File: src/hw/rtl/sha256_pkg.sv
`timescale 1ns / 1ps
// ----------------------------------------------------------------------------
// SHA-256 hasher package
// Shared widths, round constants, initial hash values, the SHA-256 bit
// functions and the command and status types between controller and datapath.
// ----------------------------------------------------------------------------
package sha256_pkg;

	localparam int WordW     = 32;
	localparam int ByteW     = 8;
	localparam int NumHash   = 8;
	localparam int NumWin    = 16;
	localparam int NumRounds = 64;
	localparam int CountW    = 6;
	localparam int BitCountW = 64;
	localparam int RoundW    = 6;
	localparam int IdxW      = 3;

	localparam logic [ByteW-1:0]  PadMarker = 8'h80;
	localparam logic [CountW-1:0] LastByte  = 6'd63;
	localparam logic [RoundW-1:0] LastRound = 6'd63;
	localparam logic [IdxW-1:0]   LastIdx   = 3'd7;

	localparam logic [WordW-1:0] RoundK [NumRounds] = '{
		32'h428a2f98, 32'h71374491, 32'hb5c0fbcf, 32'he9b5dba5,
		32'h3956c25b, 32'h59f111f1, 32'h923f82a4, 32'hab1c5ed5,
		32'hd807aa98, 32'h12835b01, 32'h243185be, 32'h550c7dc3,
		32'h72be5d74, 32'h80deb1fe, 32'h9bdc06a7, 32'hc19bf174,
		32'he49b69c1, 32'hefbe4786, 32'h0fc19dc6, 32'h240ca1cc,
		32'h2de92c6f, 32'h4a7484aa, 32'h5cb0a9dc, 32'h76f988da,
		32'h983e5152, 32'ha831c66d, 32'hb00327c8, 32'hbf597fc7,
		32'hc6e00bf3, 32'hd5a79147, 32'h06ca6351, 32'h14292967,
		32'h27b70a85, 32'h2e1b2138, 32'h4d2c6dfc, 32'h53380d13,
		32'h650a7354, 32'h766a0abb, 32'h81c2c92e, 32'h92722c85,
		32'ha2bfe8a1, 32'ha81a664b, 32'hc24b8b70, 32'hc76c51a3,
		32'hd192e819, 32'hd6990624, 32'hf40e3585, 32'h106aa070,
		32'h19a4c116, 32'h1e376c08, 32'h2748774c, 32'h34b0bcb5,
		32'h391c0cb3, 32'h4ed8aa4a, 32'h5b9cca4f, 32'h682e6ff3,
		32'h748f82ee, 32'h78a5636f, 32'h84c87814, 32'h8cc70208,
		32'h90befffa, 32'ha4506ceb, 32'hbef9a3f7, 32'hc67178f2
	};

	localparam logic [WordW-1:0] InitHash [NumHash] = '{
		32'h6a09e667, 32'hbb67ae85, 32'h3c6ef372, 32'ha54ff53a,
		32'h510e527f, 32'h9b05688c, 32'h1f83d9ab, 32'h5be0cd19
	};

	// Source of the byte shifted into the block window.
	typedef enum logic [1:0] {
		SEL_MSG  = 2'd0,
		SEL_MARK = 2'd1,
		SEL_ZERO = 2'd2,
		SEL_LEN  = 2'd3
	} byte_sel_t;

	typedef struct packed {
		logic              shift;
		byte_sel_t         byte_sel;
		logic              load_vars;
		logic              round_en;
		logic [RoundW-1:0] round_idx;
		logic              add_hash;
		logic              pop_word;
		logic [IdxW-1:0]   word_idx;
	} cmd_t;

	typedef struct packed {
		logic [CountW-1:0] byte_count;
	} sts_t;

	function automatic logic [WordW-1:0] big_sigma0(input logic [WordW-1:0] x);
		return {x[1:0], x[31:2]} ^ {x[12:0], x[31:13]} ^ {x[21:0], x[31:22]};
	endfunction

	function automatic logic [WordW-1:0] big_sigma1(input logic [WordW-1:0] x);
		return {x[5:0], x[31:6]} ^ {x[10:0], x[31:11]} ^ {x[24:0], x[31:25]};
	endfunction

	function automatic logic [WordW-1:0] small_sigma0(input logic [WordW-1:0] x);
		return {x[6:0], x[31:7]} ^ {x[17:0], x[31:18]} ^ {3'b000, x[31:3]};
	endfunction

	function automatic logic [WordW-1:0] small_sigma1(input logic [WordW-1:0] x);
		return {x[16:0], x[31:17]} ^ {x[18:0], x[31:19]} ^ {10'b0, x[31:10]};
	endfunction

	function automatic logic [WordW-1:0] choose(
		input logic [WordW-1:0] e,
		input logic [WordW-1:0] f,
		input logic [WordW-1:0] g
	);
		return (e & f) ^ (~e & g);
	endfunction

	function automatic logic [WordW-1:0] majority(
		input logic [WordW-1:0] a,
		input logic [WordW-1:0] b,
		input logic [WordW-1:0] c
	);
		return (a & b) ^ (a & c) ^ (b & c);
	endfunction

endpackage

File: src/hw/rtl/sha256_in_if.sv
`timescale 1ns / 1ps
// ----------------------------------------------------------------------------
// SHA-256 message channel
// Valid/ready channel that carries one message byte request.
// ----------------------------------------------------------------------------
interface sha256_in_if;

	logic                           valid;
	logic                           ready;
	logic [sha256_pkg::ByteW-1:0]   message_byte;
	logic                           byte_valid;
	logic                           end_of_message;

	modport source (
		output valid, message_byte, byte_valid, end_of_message,
		input  ready
	);

	modport sink (
		input  valid, message_byte, byte_valid, end_of_message,
		output ready
	);

endinterface

File: src/hw/rtl/sha256_out_if.sv
`timescale 1ns / 1ps
// ----------------------------------------------------------------------------
// SHA-256 digest channel
// Valid/ready channel that carries one digest word request.
// ----------------------------------------------------------------------------
interface sha256_out_if;

	logic                           valid;
	logic                           ready;
	logic [sha256_pkg::WordW-1:0]   digest_word;
	logic [sha256_pkg::IdxW-1:0]    word_index;
	logic                           last_word;

	modport source (
		output valid, digest_word, word_index, last_word,
		input  ready
	);

	modport sink (
		input  valid, digest_word, word_index, last_word,
		output ready
	);

endinterface

File: src/hw/rtl/sha256_message_hasher.sv
`timescale 1ns / 1ps
// ----------------------------------------------------------------------------
// SHA-256 message hasher
// Byte-stream SHA-256 with padding and a digest word stream at the end.
// ----------------------------------------------------------------------------
// Each accepted message request carries at most one byte and may end the
// message. The 64th byte of a block starts the shared round unit, which
// runs the 64 rounds one per cycle with the schedule kept in a 16-word
// sliding window, then adds into the hash. At the end of a message the
// padding bytes (marker, zeros and the 64-bit length) are shifted in one
// per cycle through the same window, with 64 more bytes in one more block
// when fewer than nine bytes are free. The eight digest words then leave,
// word 0 first, one per cycle while the sink is ready. No new request is
// taken while a block is compressed or a digest is delivered; afterwards
// the hash is back at its initial values for the next message.
// ----------------------------------------------------------------------------
module sha256_message_hasher (
	input  logic        clk,
	input  logic        arst_n,
	sha256_in_if.sink   message,
	sha256_out_if.source digest
);

	sha256_pkg::cmd_t cmd;
	sha256_pkg::sts_t sts;

	// Sequencer.
	sha256_ctrl u_ctrl (
		.clk            (clk),
		.arst_n         (arst_n),
		.in_valid       (message.valid),
		.byte_valid     (message.byte_valid),
		.end_of_message (message.end_of_message),
		.in_ready       (message.ready),
		.out_valid      (digest.valid),
		.out_ready      (digest.ready),
		.word_index     (digest.word_index),
		.last_word      (digest.last_word),
		.sts            (sts),
		.cmd            (cmd)
	);

	// Block window, round unit and hash state.
	sha256_datapath u_datapath (
		.clk          (clk),
		.arst_n       (arst_n),
		.cmd          (cmd),
		.message_byte (message.message_byte),
		.sts          (sts),
		.digest_word  (digest.digest_word)
	);

endmodule

File: src/hw/rtl/sha256_datapath.sv
`timescale 1ns / 1ps
// ----------------------------------------------------------------------------
// SHA-256 datapath
// Block window that doubles as the message schedule, one shared round unit,
// the hash words, the byte counter and the message bit counter.
// ----------------------------------------------------------------------------
module sha256_datapath (
	input  logic                             clk,
	input  logic                             arst_n,
	input  sha256_pkg::cmd_t                 cmd,
	input  logic [sha256_pkg::ByteW-1:0]     message_byte,
	output sha256_pkg::sts_t                 sts,
	output logic [sha256_pkg::WordW-1:0]     digest_word
);

	logic [sha256_pkg::WordW-1:0]     win_q  [sha256_pkg::NumWin];
	logic [sha256_pkg::WordW-1:0]     var_q  [sha256_pkg::NumHash];
	logic [sha256_pkg::WordW-1:0]     hash_q [sha256_pkg::NumHash];
	logic [sha256_pkg::CountW-1:0]    count_q;
	logic [sha256_pkg::BitCountW-1:0] bitcnt_q;

	logic [sha256_pkg::ByteW-1:0] new_byte;
	logic [sha256_pkg::WordW-1:0] sched_word;
	logic [sha256_pkg::WordW-1:0] t1;
	logic [sha256_pkg::WordW-1:0] t2;

	// Pick the byte that enters the window.
	always_comb begin
		case (cmd.byte_sel)
			sha256_pkg::SEL_MSG:  new_byte = message_byte;
			sha256_pkg::SEL_MARK: new_byte = sha256_pkg::PadMarker;
			sha256_pkg::SEL_ZERO: new_byte = '0;
			sha256_pkg::SEL_LEN:  new_byte = bitcnt_q[63:56];
			default:              new_byte = '0;
		endcase
	end

	// Next schedule word and the two round sums.
	always_comb begin
		sched_word = sha256_pkg::small_sigma1(win_q[14]) + win_q[9]
			+ sha256_pkg::small_sigma0(win_q[1]) + win_q[0];
		t1 = var_q[7] + sha256_pkg::big_sigma1(var_q[4])
			+ sha256_pkg::choose(var_q[4], var_q[5], var_q[6])
			+ sha256_pkg::RoundK[cmd.round_idx] + win_q[0];
		t2 = sha256_pkg::big_sigma0(var_q[0])
			+ sha256_pkg::majority(var_q[0], var_q[1], var_q[2]);
	end

	// The window shifts bytes in while a block is gathered and shifts words
	// through the schedule recurrence during the rounds.
	always_ff @(posedge clk) begin
		if (cmd.shift) begin
			for (int j = 0; j < sha256_pkg::NumWin - 1; j++) begin
				win_q[j] <= {win_q[j][23:0], win_q[j+1][31:24]};
			end
			win_q[sha256_pkg::NumWin-1] <= {win_q[sha256_pkg::NumWin-1][23:0], new_byte};
		end else if (cmd.round_en) begin
			for (int j = 0; j < sha256_pkg::NumWin - 1; j++) begin
				win_q[j] <= win_q[j+1];
			end
			win_q[sha256_pkg::NumWin-1] <= sched_word;
		end
	end

	// Working variables a to h.
	always_ff @(posedge clk) begin
		if (cmd.load_vars) begin
			for (int j = 0; j < sha256_pkg::NumHash; j++) begin
				var_q[j] <= hash_q[j];
			end
		end else if (cmd.round_en) begin
			var_q[7] <= var_q[6];
			var_q[6] <= var_q[5];
			var_q[5] <= var_q[4];
			var_q[4] <= var_q[3] + t1;
			var_q[3] <= var_q[2];
			var_q[2] <= var_q[1];
			var_q[1] <= var_q[0];
			var_q[0] <= t1 + t2;
		end
	end

	// Hash words: accumulate after a block, rotate out on each digest word
	// and refill with the initial values behind it.
	always_ff @(posedge clk or negedge arst_n) begin
		if (!arst_n) begin
			for (int j = 0; j < sha256_pkg::NumHash; j++) begin
				hash_q[j] <= sha256_pkg::InitHash[j];
			end
		end else if (cmd.add_hash) begin
			for (int j = 0; j < sha256_pkg::NumHash; j++) begin
				hash_q[j] <= hash_q[j] + var_q[j];
			end
		end else if (cmd.pop_word) begin
			for (int j = 0; j < sha256_pkg::NumHash - 1; j++) begin
				hash_q[j] <= hash_q[j+1];
			end
			hash_q[sha256_pkg::NumHash-1] <= sha256_pkg::InitHash[cmd.word_idx];
		end
	end

	// Byte position in the block and message length in bits. The length
	// shifts out a byte at a time and is zero once fully sent.
	always_ff @(posedge clk or negedge arst_n) begin
		if (!arst_n) begin
			count_q  <= '0;
			bitcnt_q <= '0;
		end else if (cmd.shift) begin
			count_q <= count_q + 6'd1;
			if (cmd.byte_sel == sha256_pkg::SEL_MSG) begin
				bitcnt_q <= bitcnt_q + 64'd8;
			end else if (cmd.byte_sel == sha256_pkg::SEL_LEN) begin
				bitcnt_q <= {bitcnt_q[55:0], 8'h00};
			end
		end
	end

	assign sts.byte_count = count_q;
	assign digest_word    = hash_q[0];

endmodule

File: src/hw/rtl/sha256_ctrl.sv
`timescale 1ns / 1ps
// ----------------------------------------------------------------------------
// SHA-256 controller
// State machine that sequences byte intake, padding, the 64 rounds, the
// hash update and the delivery of the eight digest words.
// ----------------------------------------------------------------------------
module sha256_ctrl (
	input  logic                            clk,
	input  logic                            arst_n,
	input  logic                            in_valid,
	input  logic                            byte_valid,
	input  logic                            end_of_message,
	output logic                            in_ready,
	output logic                            out_valid,
	input  logic                            out_ready,
	output logic [sha256_pkg::IdxW-1:0]     word_index,
	output logic                            last_word,
	input  sha256_pkg::sts_t                sts,
	output sha256_pkg::cmd_t                cmd
);

	typedef enum logic [4:0] {
		S_IDLE  = 5'b00001,
		S_ROUND = 5'b00010,
		S_FINAL = 5'b00100,
		S_PAD   = 5'b01000,
		S_OUT   = 5'b10000
	} state_t;

	state_t                          state_q;
	logic [sha256_pkg::RoundW-1:0]   round_q;
	logic [sha256_pkg::IdxW-1:0]     idx_q;
	logic                            marker_q;
	logic                            len_ok_q;
	logic                            final_q;
	logic                            pad_pend_q;

	logic                    in_fire;
	logic                    block_full;
	logic                    tail_zone;
	sha256_pkg::byte_sel_t   pad_sel;

	assign in_ready   = (state_q == S_IDLE);
	assign out_valid  = (state_q == S_OUT);
	assign in_fire    = in_valid && in_ready;
	assign block_full = (sts.byte_count == sha256_pkg::LastByte);
	assign tail_zone  = (sts.byte_count[5:3] == 3'b111);
	assign word_index = idx_q;
	assign last_word  = (idx_q == sha256_pkg::LastIdx);

	// Padding byte: the marker first, then zeros, with the length in the last
	// eight bytes of the block that has room for it.
	always_comb begin
		if (!marker_q) begin
			pad_sel = sha256_pkg::SEL_MARK;
		end else if (len_ok_q && tail_zone) begin
			pad_sel = sha256_pkg::SEL_LEN;
		end else begin
			pad_sel = sha256_pkg::SEL_ZERO;
		end
	end

	// Commands to the datapath.
	always_comb begin
		cmd           = '0;
		cmd.byte_sel  = sha256_pkg::SEL_MSG;
		cmd.round_idx = round_q;
		cmd.word_idx  = idx_q;
		case (state_q)
			S_IDLE: begin
				if (in_fire && byte_valid) begin
					cmd.shift     = 1'b1;
					cmd.load_vars = block_full;
				end
			end
			S_PAD: begin
				cmd.shift     = 1'b1;
				cmd.byte_sel  = pad_sel;
				cmd.load_vars = block_full;
			end
			S_ROUND: begin
				cmd.round_en = 1'b1;
			end
			S_FINAL: begin
				cmd.add_hash = 1'b1;
			end
			S_OUT: begin
				cmd.pop_word = out_ready;
			end
			default: begin
				cmd = '0;
			end
		endcase
	end

	// Sequencing.
	always_ff @(posedge clk or negedge arst_n) begin
		if (!arst_n) begin
			state_q    <= S_IDLE;
			round_q    <= '0;
			idx_q      <= '0;
			marker_q   <= 1'b0;
			len_ok_q   <= 1'b0;
			final_q    <= 1'b0;
			pad_pend_q <= 1'b0;
		end else begin
			case (state_q)
				S_IDLE: begin
					if (in_fire) begin
						marker_q   <= 1'b0;
						len_ok_q   <= 1'b0;
						final_q    <= 1'b0;
						pad_pend_q <= byte_valid && block_full && end_of_message;
						round_q    <= '0;
						if (byte_valid && block_full) begin
							state_q <= S_ROUND;
						end else if (end_of_message) begin
							state_q <= S_PAD;
						end
					end
				end
				S_PAD: begin
					marker_q <= 1'b1;
					// A marker below the tail leaves room for the length here.
					if (!marker_q && !tail_zone) begin
						len_ok_q <= 1'b1;
					end
					if (block_full) begin
						len_ok_q   <= 1'b1;
						final_q    <= (pad_sel == sha256_pkg::SEL_LEN);
						// Without the length in this block, one more padding
						// block follows it.
						pad_pend_q <= (pad_sel != sha256_pkg::SEL_LEN);
						round_q    <= '0;
						state_q    <= S_ROUND;
					end
				end
				S_ROUND: begin
					round_q <= round_q + 6'd1;
					if (round_q == sha256_pkg::LastRound) begin
						state_q <= S_FINAL;
					end
				end
				S_FINAL: begin
					idx_q <= '0;
					if (final_q) begin
						state_q <= S_OUT;
					end else if (pad_pend_q) begin
						pad_pend_q <= 1'b0;
						state_q    <= S_PAD;
					end else begin
						state_q <= S_IDLE;
					end
				end
				S_OUT: begin
					if (out_ready) begin
						idx_q <= idx_q + 3'd1;
						if (idx_q == sha256_pkg::LastIdx) begin
							final_q <= 1'b0;
							state_q <= S_IDLE;
						end
					end
				end
				default: begin
					state_q <= S_IDLE;
				end
			endcase
		end
	end

endmodule
File: src/flat_wrapper.sv
// flat-port wrapper written by rule: the top's interface ports become plain ports
module sha256_message_hasher_flat 
  (clk, arst_n, message_valid, message_message_byte, message_byte_valid, message_end_of_message, message_ready, digest_valid, digest_digest_word, digest_word_index, digest_last_word, digest_ready);
  sha256_in_if message_i ();
  sha256_out_if digest_i ();
  input  logic clk;
  input  logic arst_n;
  input wire logic [$bits(message_i.valid)-1:0] message_valid;
  input wire logic [$bits(message_i.message_byte)-1:0] message_message_byte;
  input wire logic [$bits(message_i.byte_valid)-1:0] message_byte_valid;
  input wire logic [$bits(message_i.end_of_message)-1:0] message_end_of_message;
  output wire logic [$bits(message_i.ready)-1:0] message_ready;
  output wire logic [$bits(digest_i.valid)-1:0] digest_valid;
  output wire logic [$bits(digest_i.digest_word)-1:0] digest_digest_word;
  output wire logic [$bits(digest_i.word_index)-1:0] digest_word_index;
  output wire logic [$bits(digest_i.last_word)-1:0] digest_last_word;
  input wire logic [$bits(digest_i.ready)-1:0] digest_ready;
  assign message_i.valid = message_valid;
  assign message_i.message_byte = message_message_byte;
  assign message_i.byte_valid = message_byte_valid;
  assign message_i.end_of_message = message_end_of_message;
  assign message_ready = message_i.ready;
  assign digest_valid = digest_i.valid;
  assign digest_digest_word = digest_i.digest_word;
  assign digest_word_index = digest_i.word_index;
  assign digest_last_word = digest_i.last_word;
  assign digest_i.ready = digest_ready;
  sha256_message_hasher u_core (.clk(clk), .arst_n(arst_n), .message(message_i), .digest(digest_i));
endmodule
File: config.mk
export PLATFORM = sky130hd
export DESIGN_NAME = sha256_message_hasher_flat
export DESIGN_NICKNAME = d
export VERILOG_FILES = /design/src/hw/rtl/sha256_pkg.sv /design/src/hw/rtl/sha256_in_if.sv /design/src/hw/rtl/sha256_out_if.sv /design/src/hw/rtl/sha256_message_hasher.sv /design/src/hw/rtl/sha256_datapath.sv /design/src/hw/rtl/sha256_ctrl.sv /design/src/flat_wrapper.sv
export SDC_FILE = /design/constraint.sdc
export NUM_CORES = 2
export LEC_CHECK = 0
export ABC_AREA = 1
export BUFFER_PORTS_ARGS = -buffer_cell sky130_fd_sc_hd__buf_2
export CORE_MARGIN = 2
export CORE_UTILIZATION = 65
export DETAILED_ROUTE_END_ITERATION = 8
export PLACE_DENSITY = 0.91
export SLEW_MARGIN = 30
export SYNTH_ARGS = -nofsm -noshare
export SYNTH_HDL_FRONTEND = slang
export SYNTH_SLANG_ARGS = --single-unit
File: constraint.sdc
create_clock -name clk -period 25.9 [get_ports clk]
set_clock_uncertainty 0.2 [all_clocks]
set_input_delay 5.18 -clock clk [delete_from_list [all_inputs] [get_ports clk]]
set_output_delay 5.18 -clock clk [all_outputs]
set_load 0.01 [all_outputs]
== Word-level counts from Yosys, hierarchy flattened ==
Memories as Yosys holds them, arrays and structs flattened.
Index checks and enable logic that the tools add are counted.
Widths: inputs -> output; s select.

* Register bits: 344
* RAM bits: 768
* Memory bits (read-only): 2304
* Input port bits: 14
* Output and inout port bits: 38
* Memories: 4

* Add/subtract/negate cells: 22
* $lt $le $gt $ge: 2
* Equal/unequal tests: 22
* Muxes and demuxes: 82
* Bitwise operators: 43
* Reductions and logical operators: 25

{| class="wikitable"
|+ Memory list
! memory !! words !! width !! rd ports !! clocked after Yosys merged registers in !! wr ports !! line !! RTL
|-
| (no name shown) || 64 || 32 || 1 || 0 || 0 || sha256_datapath.sv:44 || <nowiki>+ sha256_pkg::RoundK[cmd.round_idx] + win_q[0];</nowiki>
|-
| u_core.u_datapath.win_q || 16 || 32 || 16 || 0 || 16 || sha256_datapath.sv:16 || <nowiki>logic [sha256_pkg::WordW-1:0] win_q [sha256_pkg::NumWin];</nowiki>
|-
| (no name shown) || 8 || 32 || 1 || 0 || 0 || sha256_datapath.sv:98 || <nowiki>hash_q[sha256_pkg::NumHash-1] <= sha256_pkg::InitHash[cmd.word_idx];</nowiki>
|-
| u_core.u_datapath.var_q || 8 || 32 || 8 || 0 || 8 || sha256_datapath.sv:17 || <nowiki>logic [sha256_pkg::WordW-1:0] var_q [sha256_pkg::NumHash];</nowiki>
|}

{| class="wikitable"
|+ Operators by type and width
! kind !! number
|-
| $mux 32 || 28
|-
| $add 32x32->32 || 18
|-
| $mux 256 || 2
|-
| $xor 32x32->32 || 9
|-
| $and 32x32->32 || 5
|-
| $mux 64 || 2
|-
| $add 64x4->64 const B || 1
|-
| $mux 5 || 8
|-
| $not 32->32 || 1
|-
| $pmux 8 s4 || 1
|-
| $xor 32x22->32 || 1
|-
| $xor 32x29->32 || 1
|-
| $pmux 5 s5 || 1
|-
| $mux 1 || 24
|-
| $or 1x1->1 || 24
|-
| $mux 6 || 3
|-
| $pmux 6 s3 || 1
|-
| $add 6x1->6 const B || 2
|-
| $eq 6x6->1 const B || 2
|-
| $reduce_bool 3->1 || 3
|-
| $ne 2x2->1 const B || 4
|-
| $pmux 1 s2 || 4
|-
| $reduce_bool 2->1 || 4
|-
| $ge 7x7->1 const B || 1
|-
| other kinds (29) || 46
|}

== Longest topological paths before layout ==
* Depth in word-level cells: 11
* Depth in mapped cells: 52

== Cells and area by module ==
A second synthesis with hierarchy kept.

* Cells, all modules: 10396
* Area total of the unflattened synthesis: 82675.5 um^2

{| class="wikitable"
|+ Modules (own cells, without submodules)
! module !! times used !! cells an instance !! area an instance (um^2) !! sequential area each (um^2)
|-
| sha256_datapath || 1 || 10220 || 81465.6 || 31315.0
|-
| sha256_ctrl || 1 || 176 || 1209.9 || 451.7
|}

== Worst setup path after synthesis ==
OpenSTA, ideal clock, no wires.

* Path kind: input port to flip-flop
* From: in message_byte_valid
* To: mem u_core.u_datapath.var_q[0][0] (netlist name) (enable)
* Library setup time: 1.227 ns
* Arrival: 23.377 ns
* Required time: 24.473 ns
* Path slack: 1.096 ns
* Stages: 3
* Path buffers: 1
* Cells stage by stage: a31oi_2 clkbuf_1 o21ai_0

{| class="wikitable"
|+ RTL lines
! item !! line !! RTL
|-
| start, declared || flat_wrapper.sv:10 || <nowiki>input wire logic [$bits(message_i.byte_valid)-1:0] message_byte_valid;</nowiki>
|-
| end, declared || sha256_datapath.sv:17 ||
|}

==> qor.yml <==
rows: 127
clock-sinks: 1109
tightestPinTransition_ps: 1110
grtUsageTotal_pct: 45.7
grt_max_degree: 236
post-route-min-period_ps: 10990
slew_viol_final: 0
critPathMaxStageDelay_ps: 580
start_util_pct: 65.5
ys_ff_latch: 1109
critPathRequiredTime_ps: 26190
slew_headroom_pct: 25.1
finalHoldViolations: 0
finalSetupTns_ps: 0
hold_buffers: 0
finalCritPeriodShare_pct: 42.4
ctsRootBufferMaster: "clkbuf_16"
gp_congestion: 1.08
vias: 72100
io_buffer_count: 51
dr.pass1.iters: 9
setup_viol: 0
post-cts-setup-buffer-count: 0
viasPerCell: 6.51
clk_latency_ps: 830
critical-path-top-delay-family: "adder cells"
syn_inst: 9598
synth_cell_type_count: 79
grt_pass1_wl_mm: 422
hpwl_mm: 208
io_pins: 52
die_x_um: 352
synth_area_leaders: "edfxtp_1 29%, nand2_1 10%, o21ai_0 9.0%"
synth_edf_count: 768
syn_nets: 10200
numCtsBuffers: 117
grt_overflow_total: 0
antenna_found_initial: 12
path_max_fanout: 47
drv_cap: 0
crit_buf_inv: 4
synth_top_area_cell: "edfxtp_1"
ys_seq_area_share_pct: 40.5
hp-class: "reg -> reg"
crit_slowest_cell: "nand3_4"
fin_nets: 9961
syn_to_final_growth_pct: 6.49
cts_tree: "done"
core-area_um2: 120000
avgSynthCellArea_um2: 8.18
cts-resized-gates: 0
syn_area_um2: 78500
fillers: 9185
violations: "DRC"
finalWirelength_mm: 286
fp.dieH_um: 352
final_common_cell: "nand2_1"
layout_common_cells: "2,116 x nand2_1, 1,415 x o21ai_0, 1,242 x inv_1"
path_class: "reg -> reg"
status: "complete, but fails checks"
fmax_mhz: 91.0
wire_per_inst_um: 25.8
dieArea_um2: 124000
arrival_ps: 11280
ys.flop_type: "edfxtp_1"
utilization_pct: 69.8
clock_path_buffers: 3
netlist.area_leader.share_pct: 29.4
holdWs_ps: 281
start_kind: "flop"
async_flop_share_pct: 30.7
route.detailed.drc: 1
synth_warnings: 0
grt_pass1_vias: 68100
drive_gt1_share_pct: 5.69
dr.first_iter.drc_count: 10800
rsz0062_at_grt: "no"
htree_levels: 3
antenna_left: 0
endpoint_kind: "flop"
clk_pin_slew_ps: 70
## cell type report
cell class,instances,area (µm²),area share [%]
Multi-Input combinational cell,6758,40200,48.0
Sequential cell,1109,31800,38.0
Inverter,1261,4760,5.69
Clock buffer,154,3190,3.81
Tap cell,1612,2020,2.41
Clock inverter,70,881,1.05
Timing Repair Buffer,103,810,0.968
Antenna cell,15,37.5,0.0449
## cells by family after synthesis
| family | count (synthesis) | synth area share [%] |
|---|---|---|
| simple gates | 3111 | 16.2 |
| compound gates | 2497 | 17.3 |
| buf+inv | 1731 | 8.50 |
| flops | 1109 | 40.5 |
| fa+ha+maj | 599 | 11.4 |
| xor+xnor | 551 | 6.15 |
## worst paths after layout
check	depth (start not counted)	startpoint	endpoint	slack (ps)
worst min-delay path	1	u_core.u_datapath.sts[5]	u_core.u_datapath.sts[5]	280
worst max-delay path	38	u_core.u_ctrl.state_q[1]	u_core.u_datapath.var_q[0][23]	14910
worst max register to register	38	u_core.u_ctrl.state_q[1]	u_core.u_datapath.var_q[0][23]	14910
worst min register to register	1	u_core.u_datapath.sts[5]	u_core.u_datapath.sts[5]	280
min in group asynchronous	1	arst_n	u_core.u_datapath.hash_q[84]	4180
max in group asynchronous	4	arst_n	u_core.u_datapath.bitcnt_q[17]	18590
## routing by layer
layer | track usage, % | vias to the layer above | wire length [µm]
li1 | - | 31500 | -
met1 | 60.1 | 34000 | 104000
met2 | 67.9 | 5324 | 123000
met3 | 11.9 | 1189 | 37800
met4 | 27.7 | 10 | 21100
met5 | 0 | - | 69
## registers in the layout (all words and copies together), names as in the netlist
name / cells
u_core.u_datapath.hash_q: 224
u_core.u_datapath.digest_word: 32
u_core.u_ctrl.marker_q: 1
u_core.u_ctrl.round_q: 6
u_core.u_datapath.sts: 6
u_core.u_datapath.var_q: 256
u_core.u_datapath.win_q: 512
u_core.u_ctrl.len_ok_q: 1
u_core.u_ctrl.pad_pend_q: 1
u_core.u_datapath.bitcnt_q: 61
u_core.u_ctrl.state_q: 5
u_core.u_ctrl.word_index: 3
u_core.u_ctrl.final_q: 1
## synthesized netlist by cell type (30+ instances only)
cell type     n
o221ai_1     34
nand4_1      61
nor2_1      453
clkbuf_1    384
nor4_1       30
dfrtp_1     204
a31oi_1      71
fa_1        195
o211ai_1     60
o21bai_1     46
xor2_1      328
o21ai_0    1418
nand2_1    2117
o21ai_1      52
dfstp_2     137
buf_4        33
nand3_1     240
a21o_1       32
a21oi_1     612
inv_1      1246
ha_1        402
nor3_1      118
edfxtp_1    768
o22ai_1      32
xnor2_1     223
## worst register-to-register path: cells and delay by family, from the launching register on
| kind | cells | cell delay, ps |
|---|---|---|
| compound gates | 10 | 2550 |
| xor+xnor | 2 | 360 |
| fa+ha+maj | 8 | 3470 |
| buf+inv | 4 | 360 |
| flops | 1 | 430 |
| simple gates | 14 | 3290 |
## through the flow
stage	area (µm²)	cells	setup slack, ps
finish	83600	11100	14910
global route	83600	11100	14380
CTS	83400	11100	15030
detailed placement	79400	10800	15180
global placement	79400	10800	15290
floorplan	78500	9598	1100
Power is not shown: default switching activity piles up to over one toggle a cycle in this logic, so the estimate is an artifact.
